===== src/design/mm3_pkg.sv =====
// Shared types, constants and helper functions for the MurmurHash3 stream hash unit.
// No dependencies; every other design file imports this package.
package mm3_pkg;

   localparam logic [31:0] MM_C1 = 32'hcc9e2d51;
   localparam logic [31:0] MM_C2 = 32'h1b873593;
   localparam logic [31:0] MM_N  = 32'he6546b64;
   localparam logic [31:0] MM_F1 = 32'h85ebca6b;
   localparam logic [31:0] MM_F2 = 32'hc2b2ae35;

   localparam int QUEUE_DEPTH = 2;
   localparam int QPTR_W      = (QUEUE_DEPTH > 1) ? $clog2(QUEUE_DEPTH) : 1;
   localparam int QCNT_W      = $clog2(QUEUE_DEPTH + 1);

   localparam int CSR_ADDR_W = 3;
   localparam logic REG_SEED = 1'b0;

   typedef enum logic [1:0] {
      OP_ABSORB     = 2'd0,
      OP_FINISH     = 2'd1,
      OP_ABSORB_FIN = 2'd2
   } op_type;

   typedef enum logic [2:0] {
      BK_IDLE = 3'd0,
      BK_SCR1 = 3'd1,
      BK_SCR2 = 3'd2,
      BK_MIX  = 3'd3,
      BK_AV1  = 3'd4,
      BK_AV2  = 3'd5,
      BK_EMIT = 3'd6
   } bk_state_type;

   typedef struct packed {
      op_type      op;
      logic        start;
      logic [31:0] seed;
      logic [31:0] word;
      logic        has_tail;
      logic [31:0] length;
   } qentry_type;

   function automatic logic [31:0] rotl15(input logic [31:0] x);
      return {x[16:0], x[31:17]};
   endfunction

   function automatic logic [31:0] rotl13(input logic [31:0] x);
      return {x[18:0], x[31:19]};
   endfunction

endpackage


===== src/design/mm3_front.sv =====
// Front end: accepts key bytes, packs words, counts length and emits work beats.
// Depends on mm3_pkg for the queue entry and operation types.
module mm3_front
   import mm3_pkg::*;
(
   input  logic        clock,
   input  logic        reset,
   input  logic        req_valid,
   output logic        req_stall,
   input  logic [7:0]  req_data_byte,
   input  logic        req_carries_byte,
   input  logic        req_last,
   input  logic [31:0] seed,
   input  logic        q_full,
   output logic        q_push,
   output qentry_type  q_entry
);

   logic        in_key_ff, in_key_in;
   logic        start_pend_ff, start_pend_in;
   logic [31:0] key_seed_ff, key_seed_in;
   logic [23:0] partial_ff, partial_in;
   logic [1:0]  phase_ff, phase_in;
   logic [31:0] len_ff, len_in;

   logic        accept, active, start, sp, full_word;
   logic [1:0]  ph, ph_next;
   logic [23:0] pw, pw_pack, pw_next;
   logic [31:0] ln, ln_next, sd;

   assign req_stall = q_full;
   assign accept    = req_valid && !req_stall;
   assign active    = accept && (req_carries_byte || req_last);

   always_comb begin
      start     = !in_key_ff;
      ph        = start ? 2'd0 : phase_ff;
      pw        = start ? 24'd0 : partial_ff;
      ln        = start ? 32'd0 : len_ff;
      sp        = start || start_pend_ff;
      sd        = start ? seed : key_seed_ff;
      full_word = req_carries_byte && (ph == 2'd3);
      ln_next   = ln + {31'd0, req_carries_byte};
      ph_next   = req_carries_byte ? ph + 2'd1 : ph;
      case (ph)
         2'd0:    pw_pack = {pw[23:8], req_data_byte};
         2'd1:    pw_pack = {pw[23:16], req_data_byte, pw[7:0]};
         2'd2:    pw_pack = {req_data_byte, pw[15:0]};
         default: pw_pack = pw;
      endcase
      if (!req_carries_byte) begin
         pw_next = pw;
      end else if (full_word) begin
         pw_next = 24'd0;
      end else begin
         pw_next = pw_pack;
      end
   end

   always_comb begin
      q_push           = active && (full_word || req_last);
      q_entry.start    = sp;
      q_entry.seed     = sd;
      q_entry.length   = ln_next;
      q_entry.has_tail = (ph_next != 2'd0);
      q_entry.word     = full_word ? {req_data_byte, pw} : {8'd0, pw_next};
      if (full_word && req_last) begin
         q_entry.op = OP_ABSORB_FIN;
      end else if (full_word) begin
         q_entry.op = OP_ABSORB;
      end else begin
         q_entry.op = OP_FINISH;
      end
   end

   always_comb begin
      in_key_in     = in_key_ff;
      start_pend_in = start_pend_ff;
      key_seed_in   = key_seed_ff;
      partial_in    = partial_ff;
      phase_in      = phase_ff;
      len_in        = len_ff;
      if (active) begin
         if (req_last) begin
            in_key_in     = 1'b0;
            start_pend_in = 1'b0;
            partial_in    = 24'd0;
            phase_in      = 2'd0;
            len_in        = 32'd0;
         end else begin
            in_key_in     = 1'b1;
            start_pend_in = sp && !q_push;
            key_seed_in   = sd;
            partial_in    = pw_next;
            phase_in      = ph_next;
            len_in        = ln_next;
         end
      end
   end

   always_ff @(posedge clock) begin
      if (reset) begin
         in_key_ff     <= 1'b0;
         start_pend_ff <= 1'b0;
         partial_ff    <= 24'd0;
         phase_ff      <= 2'd0;
         len_ff        <= 32'd0;
      end else begin
         in_key_ff     <= in_key_in;
         start_pend_ff <= start_pend_in;
         partial_ff    <= partial_in;
         phase_ff      <= phase_in;
         len_ff        <= len_in;
      end
      key_seed_ff <= key_seed_in;
   end

endmodule


===== src/design/mm3_queue.sv =====
// Short FIFO of work beats between the front end and the mixing back end.
// Depends on mm3_pkg for the entry type and depth constants.
module mm3_queue
   import mm3_pkg::*;
(
   input  logic       clock,
   input  logic       reset,
   input  logic       push,
   input  qentry_type push_entry,
   output logic       full,
   output logic       not_empty,
   input  logic       pop,
   output qentry_type pop_entry
);

   qentry_type       mem [QUEUE_DEPTH];
   logic [QPTR_W-1:0] wr_ptr_ff, wr_ptr_in;
   logic [QPTR_W-1:0] rd_ptr_ff, rd_ptr_in;
   logic [QCNT_W-1:0] count_ff, count_in;
   logic              do_push, do_pop;

   assign full      = (count_ff == QCNT_W'(QUEUE_DEPTH));
   assign not_empty = (count_ff != '0);
   assign do_push   = push && !full;
   assign do_pop    = pop && not_empty;
   assign pop_entry = mem[rd_ptr_ff];

   always_comb begin
      wr_ptr_in = wr_ptr_ff;
      rd_ptr_in = rd_ptr_ff;
      count_in  = count_ff;
      if (do_push) begin
         wr_ptr_in = (wr_ptr_ff == QPTR_W'(QUEUE_DEPTH - 1)) ? '0 : wr_ptr_ff + 1'b1;
      end
      if (do_pop) begin
         rd_ptr_in = (rd_ptr_ff == QPTR_W'(QUEUE_DEPTH - 1)) ? '0 : rd_ptr_ff + 1'b1;
      end
      if (do_push && !do_pop) begin
         count_in = count_ff + 1'b1;
      end else if (do_pop && !do_push) begin
         count_in = count_ff - 1'b1;
      end
   end

   always_ff @(posedge clock) begin
      if (reset) begin
         wr_ptr_ff <= '0;
         rd_ptr_ff <= '0;
         count_ff  <= '0;
      end else begin
         wr_ptr_ff <= wr_ptr_in;
         rd_ptr_ff <= rd_ptr_in;
         count_ff  <= count_in;
      end
   end

   always_ff @(posedge clock) begin
      if (do_push) begin
         mem[wr_ptr_ff] <= push_entry;
      end
   end

endmodule


===== src/design/mm3_back.sv =====
// Back end: mixes words into the running hash and finalizes keys on one shared multiplier.
// Depends on mm3_pkg for the state, operation and entry types and the hash constants.
module mm3_back
   import mm3_pkg::*;
(
   input  logic        clock,
   input  logic        reset,
   input  logic        q_not_empty,
   input  qentry_type  q_entry,
   output logic        q_pop,
   output logic        rsp_valid,
   input  logic        rsp_stall,
   output logic [31:0] rsp_hash_value
);

   bk_state_type state_ff, state_in;
   op_type       op_ff, op_in;
   logic [31:0]  word_ff, word_in;
   logic         tail_ff, tail_in;
   logic [31:0]  len_ff, len_in;
   logic [31:0]  hash_ff, hash_in;
   logic [31:0]  acc_ff, acc_in;
   logic         rsp_valid_ff, rsp_valid_in;
   logic [31:0]  rsp_hash_ff, rsp_hash_in;

   logic [31:0]  mul_a, mul_b, mul_prod;
   logic [31:0]  mix_x, av_x;
   logic         out_free;

   assign mul_prod       = mul_a * mul_b;
   assign out_free       = !rsp_valid_ff || !rsp_stall;
   assign rsp_valid      = rsp_valid_ff;
   assign rsp_hash_value = rsp_hash_ff;
   assign mix_x          = rotl13(hash_ff ^ acc_ff);
   assign av_x           = hash_ff ^ len_ff;

   always_comb begin
      state_in = state_ff;
      unique case (state_ff)
         BK_IDLE: begin
            if (q_not_empty) begin
               if (q_entry.op != OP_FINISH || q_entry.has_tail) begin
                  state_in = BK_SCR1;
               end else begin
                  state_in = BK_AV1;
               end
            end
         end
         BK_SCR1: state_in = BK_SCR2;
         BK_SCR2: state_in = BK_MIX;
         BK_MIX: begin
            state_in = (op_ff == OP_ABSORB) ? BK_IDLE : BK_AV1;
         end
         BK_AV1:  state_in = BK_AV2;
         BK_AV2:  state_in = BK_EMIT;
         BK_EMIT: begin
            if (out_free) begin
               state_in = BK_IDLE;
            end
         end
         default: state_in = BK_IDLE;
      endcase
   end

   always_comb begin
      q_pop        = 1'b0;
      op_in        = op_ff;
      word_in      = word_ff;
      tail_in      = tail_ff;
      len_in       = len_ff;
      hash_in      = hash_ff;
      acc_in       = acc_ff;
      mul_a        = acc_ff;
      mul_b        = MM_C2;
      rsp_hash_in  = rsp_hash_ff;
      rsp_valid_in = rsp_valid_ff && rsp_stall;
      unique case (state_ff)
         BK_IDLE: begin
            q_pop = q_not_empty;
            if (q_not_empty) begin
               op_in   = q_entry.op;
               word_in = q_entry.word;
               tail_in = q_entry.has_tail;
               len_in  = q_entry.length;
               if (q_entry.start) begin
                  hash_in = q_entry.seed;
               end
            end
         end
         BK_SCR1: begin
            mul_a  = word_ff;
            mul_b  = MM_C1;
            acc_in = mul_prod;
         end
         BK_SCR2: begin
            mul_a  = rotl15(acc_ff);
            mul_b  = MM_C2;
            acc_in = mul_prod;
         end
         BK_MIX: begin
            if (op_ff == OP_FINISH) begin
               hash_in = hash_ff ^ acc_ff;
            end else begin
               hash_in = mix_x + {mix_x[29:0], 2'b00} + MM_N;
            end
         end
         BK_AV1: begin
            mul_a  = av_x ^ {16'd0, av_x[31:16]};
            mul_b  = MM_F1;
            acc_in = mul_prod;
         end
         BK_AV2: begin
            mul_a  = acc_ff ^ {13'd0, acc_ff[31:13]};
            mul_b  = MM_F2;
            acc_in = mul_prod;
         end
         BK_EMIT: begin
            if (out_free) begin
               rsp_valid_in = 1'b1;
               rsp_hash_in  = acc_ff ^ {16'd0, acc_ff[31:16]};
            end
         end
         default: begin
            q_pop = 1'b0;
         end
      endcase
   end

   always_ff @(posedge clock) begin
      if (reset) begin
         state_ff     <= BK_IDLE;
         rsp_valid_ff <= 1'b0;
      end else begin
         state_ff     <= state_in;
         rsp_valid_ff <= rsp_valid_in;
      end
      op_ff       <= op_in;
      word_ff     <= word_in;
      tail_ff     <= tail_in;
      len_ff      <= len_in;
      hash_ff     <= hash_in;
      acc_ff      <= acc_in;
      rsp_hash_ff <= rsp_hash_in;
   end

   a_av2_to_emit: assert property (@(posedge clock) disable iff (reset)
      state_ff == BK_AV2 |=> state_ff == BK_EMIT)
      else $error("avalanche did not advance to emit");

   a_rsp_from_emit: assert property (@(posedge clock) disable iff (reset)
      $rose(rsp_valid_ff) |-> $past(state_ff == BK_EMIT))
      else $error("result beat raised outside emit");

   a_pop_in_idle: assert property (@(posedge clock) disable iff (reset)
      q_pop |-> (state_ff == BK_IDLE && q_not_empty))
      else $error("queue popped while busy or empty");

   a_absorb_returns_idle: assert property (@(posedge clock) disable iff (reset)
      (state_ff == BK_MIX && op_ff == OP_ABSORB) |=> state_ff == BK_IDLE)
      else $error("absorb beat did not return to idle");

endmodule


===== src/design/murmur3_32_stream_hash_unit.sv =====
// Top level of the MurmurHash3 x86_32 stream hash unit: seed register and block wiring.
// Depends on mm3_pkg, mm3_front, mm3_queue and mm3_back.
//
//   channel   direction   handshake                     payload
//   req       in          req_valid / req_stall         data_byte, carries_byte, last
//   rsp       out         rsp_valid / rsp_stall         hash_value
//   csr       in          psel/penable/pwrite/pready    seed at byte address 0
//
// The front end takes one byte per cycle while the two-beat queue has room.
// A full word passes the back end's idle, scramble and mix states on its shared
// multiplier, so long keys stream at one byte per cycle while the queue has room;
// finalizing adds the avalanche and emit states and stalls the front once the queue fills.
// Reset is synchronous and clears control state; the seed resets to zero.
// A stalled result is held in the output register while the front keeps accepting.
module murmur3_32_stream_hash_unit
   import mm3_pkg::*;
(
   input  logic                  clock,
   input  logic                  reset,
   input  logic                  req_valid,
   output logic                  req_stall,
   input  logic [7:0]            req_data_byte,
   input  logic                  req_carries_byte,
   input  logic                  req_last,
   output logic                  rsp_valid,
   input  logic                  rsp_stall,
   output logic [31:0]           rsp_hash_value,
   input  logic                  csr_psel,
   input  logic                  csr_penable,
   input  logic                  csr_pwrite,
   input  logic [CSR_ADDR_W-1:0] csr_paddr,
   input  logic [31:0]           csr_pwdata,
   output logic [31:0]           csr_prdata,
   output logic                  csr_pready
);

   logic [31:0] seed_ff, seed_in;
   logic        csr_wr;
   logic        q_full, q_push, q_not_empty, q_pop;
   qentry_type  q_push_entry, q_pop_entry;

   assign csr_pready = 1'b1;
   assign csr_wr     = csr_psel && csr_penable && csr_pwrite && csr_pready;
   assign csr_prdata = (csr_paddr[CSR_ADDR_W-1] == REG_SEED) ? seed_ff : 32'd0;

   always_comb begin
      seed_in = seed_ff;
      if (csr_wr && csr_paddr[CSR_ADDR_W-1] == REG_SEED) begin
         seed_in = csr_pwdata;
      end
   end

   always_ff @(posedge clock) begin
      if (reset) begin
         seed_ff <= 32'd0;
      end else begin
         seed_ff <= seed_in;
      end
   end

   mm3_front u_front (
      .clock            (clock),
      .reset            (reset),
      .req_valid        (req_valid),
      .req_stall        (req_stall),
      .req_data_byte    (req_data_byte),
      .req_carries_byte (req_carries_byte),
      .req_last         (req_last),
      .seed             (seed_ff),
      .q_full           (q_full),
      .q_push           (q_push),
      .q_entry          (q_push_entry)
   );

   mm3_queue u_queue (
      .clock      (clock),
      .reset      (reset),
      .push       (q_push),
      .push_entry (q_push_entry),
      .full       (q_full),
      .not_empty  (q_not_empty),
      .pop        (q_pop),
      .pop_entry  (q_pop_entry)
   );

   mm3_back u_back (
      .clock          (clock),
      .reset          (reset),
      .q_not_empty    (q_not_empty),
      .q_entry        (q_pop_entry),
      .q_pop          (q_pop),
      .rsp_valid      (rsp_valid),
      .rsp_stall      (rsp_stall),
      .rsp_hash_value (rsp_hash_value)
   );

endmodule

===== config.mk =====
export PLATFORM = sky130hd
export DESIGN_NAME = murmur3_32_stream_hash_unit
export DESIGN_NICKNAME = d
export VERILOG_FILES = /design/src/design/mm3_pkg.sv /design/src/design/mm3_front.sv /design/src/design/mm3_queue.sv /design/src/design/mm3_back.sv /design/src/design/murmur3_32_stream_hash_unit.sv
export SDC_FILE = /design/constraint.sdc
export NUM_CORES = 2
export LEC_CHECK = 0
export BUFFER_PORTS_ARGS = -buffer_cell sky130_fd_sc_hd__buf_2
export CAP_MARGIN = 20
export CORE_MARGIN = 2
export CORE_UTILIZATION = 49
export CTS_BUF_LIST = sky130_fd_sc_hd__clkbuf_2 sky130_fd_sc_hd__clkbuf_4 sky130_fd_sc_hd__clkbuf_8
export DETAILED_ROUTE_END_ITERATION = 10
export PLACE_DENSITY = 0.76
export SLEW_MARGIN = 20
export SYNTH_ARGS = -nofsm -noshare
export SYNTH_HDL_FRONTEND = slang
export SYNTH_HIERARCHICAL = 1
export SYNTH_SLANG_ARGS = --single-unit

===== constraint.sdc =====
create_clock -name clock -period 10.7 [get_ports clock]
set_input_delay 2.14 -clock clock [delete_from_list [all_inputs] [get_ports clock]]
set_output_delay 2.14 -clock clock [all_outputs]
set_load 0.1 [all_outputs]

# Word level (Yosys, flattened, before mapping)
# Memory sizes are Yosys's and may differ from the RTL's. A register that Yosys moved wholly into a read port is not among the register bits.
# Cells that the tools add are included.
# word_totals
reg_bits	294
mem_bits_rw	200
in_bits	52
out_inout_bits	67
wordCells	128
memories	1
# mem_list
name	depth	word_bits	rd	rd_clocked_by_memory_dff	write_ports	line	source
u_queue.mem	2	100	1	1	1	mm3_queue.sv:16	qentry_type mem [QUEUE_DEPTH];
# op_classes
n_addsub	8
mul	1
n_eq_ne	15
muxes	39
bitwise_logic	7
reduce_logical	39
# op_table
cell	n
2-to-1 mux 32 bit	8
case mux 32 bit (4 select lines)	1
2-to-1 mux 24 bit	4
case mux 32 bit (3 select lines)	1
case mux 24 bit (3 select lines)	1
case mux 32 bit (2 select lines)	1
bitwise XOR 32 x 16 -> 32 bit	2
bitwise XOR 32 bit	2
adder 32 x 1 -> 32 bit	1
adder 32 bit	1
adder 32 bit, second input constant	1
multiplier 32 x 32 -> 32 bit	1
bitwise XOR 32 x 19 -> 32 bit	1
case mux 3 bit (7 select lines)	1
logical AND 1 bit	14
2-to-1 mux 1 bit	12
2-to-1 mux 2 bit	6
2-to-1 mux 3 bit	4
equality test 3 bit, second input constant	3
AND reduction 2 bit	4
nonzero test 2 bit	4
zero test 1 bit	7
equality test 2 bit, second input constant	3
equality test 3 x 2 -> 1 bit, second input constant	2
other kinds (13)	24

# Longest topological paths before layout
# depth
word_depth	10
ltp_mapped	37

# By module
# The synthesis kept the hierarchy.
# modules_own_cells
mod	instances	cells_each	area_each_um2	seq_area_each_um2
mm3_back	1	2540	24752.5	4944.7
mm3_queue	1	336	7432.1	6105.9
mm3_front	1	538	5188.7	2162.1
murmur3_32_stream_hash_unit	1	177	1696.6	640.6

# Least setup slack after synthesis
# Ideal clock, no wire load.
# synth_timing
kind	register to register
from	register u_back.state_ff[1]
to	register u_back.acc_ff[28] (data pin)
setup_time_ps	258
arrival_time_ps	8309
slack_ps	2133
stages_incl_launch_ff	33
path_buffers	3
period_less_slack_ps	8567
cell_sequence	dfxtp_1 buf_6 buf_6 buf_4 nand2_1 o21ai_0 inv_1 o21ai_0 a211oi_1 or2_2 nor2_1 fa_1 inv_1 fa_1 fa_1 inv_1 fa_1 inv_1 fa_1 inv_1 fa_1 fa_1 fa_1 ha_1 a21o_1 a21oi_1 nand2_1 or4_1 o21ai_0 a21oi_1 a21o_1 a21oi_1 xnor2_1
# synth_between
elab_chain_len	3
elab_cells_between_ends	7
# synth_lines
item	line	source
start: declaration	mm3_back.sv:16	bk_state_type state_ff, state_in;
start signal: assignment	mm3_back.sv:134	state_ff <= state_in;
equality test 3 bit (tied with other cells)	mm3_back.sv:77	unique case (state_ff)
case mux 32 bit (4 select lines) / case mux 32 bit (3 select lines) (equally long branches)	mm3_back.sv:77	
multiplier 32 x 32 -> 32 bit *	mm3_back.sv:30	assign mul_prod = mul_a * mul_b;
named net u_back.mul_prod[28]	mm3_back.sv:26	logic [31:0] mul_a, mul_b, mul_prod;
end signal: assignment	mm3_back.sv:142	acc_ff <= acc_in;
end: declaration	mm3_back.sv:22	logic [31:0] acc_ff, acc_in;
# The timed path passes the listed nets; every way through them passes the cells marked *.
# A chain may end at the register's enable or synchronous reset.

# Worst setup path after layout
# layout_timing
from	register u_back.len_ff[21]
to	register u_back.acc_ff[31] (data pin)
# layout_between
elab_chain_len	4
# layout_lines
item	line	source
start: declaration	mm3_back.sv:20	logic [31:0] len_ff, len_in;
start signal: assignment	mm3_back.sv:140	len_ff <= len_in;
bitwise XOR 32 bit	mm3_back.sv:35	assign av_x = hash_ff ^ len_ff;
bitwise XOR 32 x 16 -> 32 bit	mm3_back.sv:108	mul_a = av_x ^ {16'd0, av_x[31:16]};
case mux 32 bit (4 select lines)	mm3_back.sv:77	
multiplier 32 x 32 -> 32 bit	mm3_back.sv:30	
named net u_back.mul_prod[31]	mm3_back.sv:26	
# The timed path passes the listed nets, and every way through them passes these cells.

==> metrics.txt <==
non-filler cells, final 4822; CP max stage delay 0.88 ns; clk buf depth 3; async set-reset flop share out of synthesis 0%; Residual DRC 0; startpoint types flop; total of max-cap violations 0; Avg Cell Area, Syn 10.9 um^2; Mapped Nets 4239; die width 286 um; Post-CTS Hold Buffers 0; placed cells 4673; Levels on crit path 31; CP bufs+invs 6; post-route minimum period 9.96 ns; CTS root buf clkbuf_8; R2R depth 31; critical path type reg -> reg; CP endpoint kind flop; Resized cells post-CTS 0; slowest stage cell, crit path xnor2_1; post-synth top area share 30.3%; Top FF cell, synth edfxtp_1; Yosys warnings 6; CTS tree yes; slew at the pin with the worst max-slew slack 1.14 ns; hold_sp u_front/len_ff[0]$_SDFFE_PP0P_; clk sinks 495; relative slew slack 23.9%; post-detailed-route count of antenna-violating nets 0; first-pass GRT wire length 178000 um; run status finished clean; CP most frequent cell inv_1; area delta synth->final 8.67%; Routability Congestion 1.02; initial DRC count 2592; via count 27.2k; Yosys top cell by area edfxtp_1; clock insertion delay at the later pin of the skew report 0.72 ns; number of synthesized flops with an enable pin 394; drt pass-1 iters 6; register area share after synthesis 35.5%; Yosys reg bits 495; Synth Cell Area 39100 um^2; # fillers 6899; Global Route Usage Sum 30.0%; hold path cells 2; vias in the first global route 27.7k; Post-layout nets 4354; synth top area cells edfxtp_1 (30%), fa_1 (20%), ha_1 (6.3%); worst hold path type reg -> reg; Slew Viols, Final 0; share of layout cells above drive strength 1 14.7%; Rows 103; Vert. Die Dim 286 um; Cells after Synth 3591; Finish-stage setup viols 0; count leader, synth inv_1; Commonest cells post-synth inv_1 (619), fa_1 (399), edfxtp_1 (394), nand2_1 (248), ha_1 (197); via/cell ratio 5.65; final hold violations 0; Top delay family on crit path adder cells; CTS Buf Count 81; CP arrival 10.40 ns; worst setup path startpoint u_back/len_ff[21]$_DFFE_PP_; Clock H-tree levels 3; DIE AREA 82000 um^2; initial antenna violation count 2; Sum Neg Setup Slack 0 ns; largest net degree at the start of global routing 102; CP max FO 6; fin crit share 93.1%; I/O Buffers 115; Worst Skew 0.0768 ns; RSZ-0062 raised after global routing false; global route overflow 0; WL final 122000 um; WL/cell 25.3 um; f_max 100 MHz; hpwl dp 96300 um; IO Count 119; reg2reg start u_back/len_ff[21]$_DFFE_PP_; core area 79000 um^2; Netlist cell types 122; postcts setup bufs 0; worst endpoint required time 11.14 ns; clk slew on worst S/H paths 0.06 ns; Starting Density 49.5%
## tightest hold or removal path, delay by kind of cell, from the launching register on
family,cells,cell delay [ns]
AND/OR/NAND/NOR,1,0.05
AO/OA/AOI/OAI,1,0.05
flip-flops,1,0.31
## sequential cells by signal (all words and copies together), names as in the netlist, 2 cells and up, named ones only
register / cells
u_back/hash_ff: 32
u_back/rsp_hash_value: 32
u_back/state_ff: 3
u_front/phase_ff: 2
u_back/op_ff: 2
u_front/partial_ff: 24
u_back/word_ff: 32
seed_ff: 32
u_back/len_ff: 32
u_queue/count_ff: 2
u_front/key_seed_ff: 32
u_queue/mem: 200
u_back/acc_ff: 32
u_front/len_ff: 32
## placed cells by master, fill, tap and decap left out, types with 22 or more instances in the layout
| cell type | instances |
|---|---|
| fa_1 | 399 |
| nand2_1 | 248 |
| a21o_1 | 36 |
| a22o_1 | 51 |
| mux2_2 | 135 |
| nand4_1 | 22 |
| mux2i_1 | 44 |
| and2_1 | 25 |
| and3_1 | 27 |
| nor2b_1 | 41 |
| nand2b_1 | 88 |
| edfxtp_1 | 394 |
| ha_1 | 197 |
| dfxtp_1 | 97 |
| nor2_1 | 185 |
| clkbuf_8 | 88 |
| inv_1 | 618 |
| nor3_1 | 28 |
| buf_2 | 115 |
| o21ai_0 | 105 |
| buf_4 | 72 |
| clkbuf_4 | 28 |
| xnor2_1 | 151 |
| a21oi_1 | 136 |
| nand3_1 | 37 |
| xor2_1 | 87 |
## layout make-up
| type | count | area, um^2 | area share (%) |
|---|---|---|---|
| antenna | 2 | 5.00 | 0.0118 |
| clock inverter | 31 | 337 | 0.793 |
| multi-input combinational | 2316 | 22000 | 51.9 |
| clock buffer | 116 | 1420 | 3.35 |
| tap | 1050 | 1310 | 3.09 |
| inverter | 624 | 2340 | 5.52 |
| timing repair buffer | 188 | 1140 | 2.68 |
| sequential | 495 | 13900 | 32.6 |
## path summary, 6_finish.rpt
path,slack [ns],end
setup / recovery,0.74,u_back/acc_ff[31]$_DFFE_PP_
hold / removal,0.45,u_front/len_ff[0]$_SDFFE_PP0P_
setup reg to reg,0.74,u_back/acc_ff[31]$_DFFE_PP_
hold reg to reg,0.45,u_front/len_ff[0]$_SDFFE_PP0P_
## metrics by stage
stage          setup slack (ns)  hold WS (ns)  util [%]  area [um^2]
6_report                  0.739         0.450      53.7        42500
5_1_grt                   0.453         0.479      53.7        42500
4_1_cts                    1.08         0.451      53.7        42400
3_5_place_dp               1.08         0.443      51.5        40700
3_3_place_gp               1.19         0.434      51.5        40700
2_1_floorplan              2.13         0.421         -        39100
## logic make-up (layout without fill, tap and decap cells)
family,Yosys count,after routing,synth area share (%)
flip-flops,495,495,35.5
AND/OR/NAND/NOR,792,792,10.3
AO/OA/AOI/OAI,503,503,8.61
buffers and inverters,780,959,8.24
multiplexers,180,180,5.06
XOR/XNOR,244,244,5.62
adder cells (fa/ha/maj),596,596,26.8
other,1,3,0.00960
## routing by layer
metal,part of all wire (%),global-route usage [%],up-vias,routed length [um]
met3,8.5,6.53,327,10400
met4,6.1,16.2,0,7410
li1,-,-,12100,-
met5,0,0,-,0
met1,40,38.4,13500,48400
met2,46,47.7,1245,55800
Power is left out: the tool's default activity adds up to more than one toggle a clock period on the data nets, which glitch-free logic cannot reach.
